### src/sv/ipacl_pkg.sv
// Shared types and constants for the IPv4 prefix access filter.
package ipacl_pkg;

    localparam int MAX_RULES = 64;
    localparam int ADDR_W    = 32;
    localparam int LEN_W     = 6;
    localparam int CNT_W     = $clog2(MAX_RULES + 1);

    localparam logic [LEN_W-1:0] FULL_LEN = LEN_W'(ADDR_W);

    typedef enum logic
    {
        CMD_INSERT = 1'b0,
        CMD_QUERY  = 1'b1
    } cmd_t;

    // Request as it travels down the rule chain
    typedef struct packed
    {
        cmd_t              cmd;
        logic [ADDR_W-1:0] addr;
        logic [ADDR_W-1:0] mask;
        logic              permit;
        logic [CNT_W-1:0]  remain;   // insert: hops to target slot; query: rules left
        logic              allowed;
        logic              status;
    } item_t;

endpackage

### src/sv/ipacl_cell.sv
// One rule slot of the filter chain: holds a rule and forwards the request.
module ipacl_cell
(
    input  logic                  clk,
    input  logic                  rst_n,
    input  logic                  en,
    input  logic                  in_valid,
    input  ipacl_pkg::item_t      in_item,
    output logic                  out_valid,
    output ipacl_pkg::item_t      out_item
);

    logic [ipacl_pkg::ADDR_W-1:0] rule_addr_reg;
    logic [ipacl_pkg::ADDR_W-1:0] rule_mask_reg;
    logic                         rule_verdict_reg;
    logic                         valid_reg;
    ipacl_pkg::item_t             item_reg;
    ipacl_pkg::item_t             item_next;
    logic                         match;
    logic                         write_rule;

    // Rule hit test against the passing address
    assign match = ((rule_addr_reg ^ in_item.addr) & rule_mask_reg) == '0;

    // Insert lands here when its hop count has run out
    assign write_rule = en && in_valid && (in_item.cmd == ipacl_pkg::CMD_INSERT)
                        && !in_item.status && (in_item.remain == '0);

    // Update the request for the next slot
    always_comb
    begin
        item_next = in_item;
        if (in_item.cmd == ipacl_pkg::CMD_QUERY)
        begin
            // later slots hold newer rules, so a later hit overrides
            if (in_item.remain != '0)
            begin
                if (match)
                begin
                    item_next.allowed = rule_verdict_reg;
                end
                item_next.remain = in_item.remain - ipacl_pkg::CNT_W'(1);
            end
        end
        else
        begin
            // wraps past zero so it never fires again within the chain
            item_next.remain = in_item.remain - ipacl_pkg::CNT_W'(1);
        end
    end

    // Rule storage
    always_ff @(posedge clk)
    begin
        if (write_rule)
        begin
            rule_addr_reg    <= in_item.addr;
            rule_mask_reg    <= in_item.mask;
            rule_verdict_reg <= in_item.permit;
        end
    end

    // Request stage
    always_ff @(posedge clk or negedge rst_n)
    begin
        if (!rst_n)
        begin
            valid_reg <= 1'b0;
        end
        else if (en)
        begin
            valid_reg <= in_valid;
        end
    end

    always_ff @(posedge clk)
    begin
        if (en)
        begin
            item_reg <= item_next;
        end
    end

    assign out_valid = valid_reg;
    assign out_item  = item_reg;

endmodule

### config.mk
export PLATFORM = sky130hd
export DESIGN_NAME = ipacl_cell
export DESIGN_NICKNAME = d
export VERILOG_FILES = /design/src/sv/ipacl_pkg.sv /design/src/sv/ipacl_cell.sv
export SDC_FILE = /design/constraint.sdc
export NUM_CORES = 1
export LEC_CHECK = 0
export BUFFER_PORTS_ARGS = -buffer_cell sky130_fd_sc_hd__buf_2
export CELL_PAD_IN_SITES_DETAIL_PLACEMENT = 1
export CELL_PAD_IN_SITES_GLOBAL_PLACEMENT = 2
export CORE_UTILIZATION = 36
export CTS_CLUSTER_DIAMETER = 200
export DETAILED_ROUTE_END_ITERATION = 10
export PLACE_DENSITY_LB_ADDON = 0.3
export SLEW_MARGIN = 20
export SYNTH_ARGS = -nofsm -noshare
export SYNTH_HDL_FRONTEND = slang
export SYNTH_SLANG_ARGS = --single-unit
export TNS_END_PERCENT = 5
### constraint.sdc
create_clock -name clk -period 2.1 [get_ports clk]
set_input_delay 0.21 -clock clk [delete_from_list [all_inputs] [get_ports clk]]
set_output_delay 0.21 -clock clk [all_outputs]
set_load 0.005 [all_outputs]
==> results.txt <==
H-tree levels: 4
HPWL after detailed placement: 6.718 mm
Max-cap violations: 0
vias in the first global route: 3073
Reg power frac: 0.475
CTS Sinks: 141
fill count: 1294
PD cells: 973.1 nW/um^2
Post-Syn Area: 4873 sq um
Antenna Diode Count: 0
nets: 529
slowest CP cell: edfxtp_1
Total Routing Usage GR: 0.1588
clk_lat worst skew: 0.42 ns
ANT nets after route: 0
multi-input logic area: 659.4 sq um
register area share after synthesis: 0.8678
drt first-iter violations: 136
gr ovfl total: 0
top cells by area, synth: edfxtp_1, xor2_1, a22oi_1
Synth Instances: 224
register area: 4229 sq um
crit share post-route: 0.9687
Startpoint Class: flip-flop
I/O pins: 155
Max Root-Sink Buffers: 2
Root Buffer: clkbuf_16
Initial Utilization: 0.3680
Leakage Power: 2.726 nW
Hold WS: 0.01819 ns
delay of the slowest cell on the worst path: 0.38 ns
total number of vias: 2853
largest net degree at the start of global routing: 77
skew final: 0.006539 ns
Int Pwr: 5.530 mW
Mean Syn Cell Area: 21.76 sq um
sw frac: 0.1938
Largest register FFs: 75
routed len/inst: 16.18 um
Clk network pwr share: 0.463
Setup crit end kind: flip-flop
cell with the most instances after synthesis: edfxtp_1
final wirelength: 10.30 mm
crit path kind: reg -> reg
Critical Path RT: 2.26 ns
fraction of layout cells with a size suffix above 1: 0.4121
CTS Buf Count: 17
Least-Margin Pin Slew: 0.4379 ns
WP buf/inv: 0
post-synth top area cell: edfxtp_1
Yosys Warn Count: 0
Vias/cell: 4.479
drt pass-1 iters: 4
Max-slew headroom: 0.7081
setup bufs post-CTS: 0
Area Overhead vs Synth: 44.65%
Max Fclk: 491.6 MHz
post_cts resized: 0
ys async rst share: 0.007092
num rows: 42
Worst IR Drop VDD: 0.0004777 V
Clock Pin Slew Worst Setup and Hold Paths: 0.06 ns
critical-path cell list: xor2_1, a22o_1, a221oi_2, nand4_1, nor4_2, mux2_1
die width: 118.4 um
Slew Limit Fails: 0
Netlist cell types: 21
die footprint: 14010 sq um
first-pass GRT wire length: 16.24 mm
DRC Markers: 0
EDFF count, synth: 140
Data arrival, critical path: 2.19 ns
gp weighted congestion: 0.6819
fin crit period: 2.034 ns
total core area: 13240 sq um
FF+latch count, synth: 141
RSZ-0062 raised after global routing: true
CTS tree: done
top-area cell type share of the netlist area: 0.8626
Combinational Power Share: 0.061
final setup violation count: 0
ys flop type: edfxtp_1
Post-synth top cells: edfxtp_1, xor2_1, a22oi_1, nor2_1
CP delay by family, top: simple AND/OR/NAND/NOR gates
final hold violations: 0
Synth Net Count: 305
PnR worst setup slack: 0.06582 ns
chip height: 118.4 um
Net Switching: 1.329 mW
outcome: finished, final reports clean
Port Buf Inserts: 154
hold crit path type: in -> reg
Crit Path Max Fanout: 1
dpl ws: -0.006206 ns
initial antenna violation count: 0
-- stage by stage --
stage	utilization	instance area, sq um	setup TNS, ns	cells	power (mW)
2_1_floorplan	-	4903	-78.47	224	3.393
3_3_place_gp	0.4495	5952	0	558	3.661
3_5_place_dp	0.4495	5952	-0.006206	558	3.676
4_1_cts	0.5316	7039	0	636	6.931
5_1_grt	0.5323	7049	-0.05611	637	7.076
6_report	0.5323	7049	0	637	6.860
-- final cells by class --
cell class / count / area share
flip-flops and latches: 141 / 0.5999
repair buffers: 205 / 0.1842
multi-input cells: 79 / 0.09354
clock buffers: 17 / 0.06035
well taps: 176 / 0.03124
clock inverters: 15 / 0.02858
inverters: 4 / 0.002130
-- placed cells by master (no fill, tap or decap), drive strengths merged --
cell type    instances
buf                158
edfxtp             140
dlygate4sd3         47
xor2                34
clkbuf              17
a22oi               10
nor2                 7
clkinv               7
bufinv               5
inv                  4
xnor2                4
nand2                4
nand4                4
clkinvlp             3
nor4                 3
a22o                 2
a221oi               2
ha                   2
nand3b               1
nor4b                1
nor3                 1
mux2i                1
a222oi               1
mux2                 1
o21ai                1
dfrtp                1
-- per-layer routing --
layer / GRT usage / vias up / part of all wire
li1: - / 1330 / -
met1: 0.1891 / 1391 / 0.43
met2: 0.2540 / 118 / 0.48
met3: 0.06322 / 14 / 0.071
met4: 0.06971 / 0 / 0.013
met5: 0 / - / 0
-- power by group through the flow --
| stage | Clock, mW | Combinational (mW) | Sequential (mW) |
|---|---|---|---|
| floorplan | 0 | 0.0526 | 3.34 |
| global placement | 0 | 0.349 | 3.31 |
| detailed placement | 0 | 0.357 | 3.32 |
| CTS | 3.24 | 0.426 | 3.26 |
| global route | 3.34 | 0.462 | 3.27 |
| finish | 3.18 | 0.420 | 3.26 |
-- cell families (layout without fill, tap and decap cells) --
logic type | after synthesis | in the layout | share of synthesized area
adder cells (fa/ha/maj) | 2 | 2 | 0.005134
XOR/XNOR | 38 | 38 | 0.06829
multiplexers | 2 | 2 | 0.004364
AO/OA/AOI/OAI | 16 | 16 | 0.02824
AND/OR/NAND/NOR | 21 | 21 | 0.02310
flip-flops | 141 | 141 | 0.8678
buffers and inverters | 4 | 241 | 0.003080
-- worst paths after layout --
| path | startpoint | end | slack, ns | cells after the start |
|---|---|---|---|---|
| worst max-delay path | rule_addr_reg[26] | out_item[1] | 0.07 | 6 |
| worst min-delay path | in_item[64] | rule_addr_reg[22] | 0.02 | 1 |
| worst max register to register | rule_addr_reg[26] | out_item[1] | 0.07 | 6 |
| worst min register to register | out_valid | out_valid | 0.54 | 2 |
| max in group asynchronous | rst_n | out_valid | 1.92 | 2 |
| min in group asynchronous | rst_n | out_valid | 0.10 | 2 |
-- what timing repair did --
item / CTS / global route
endpoints found under the hold margin: 90 / 1
pin swaps: 1 / 3
endpoints found under the setup margin: 1 / 1
hold buffers: 46 / 1
No activity file was read; power rests on OpenSTA's default activity.
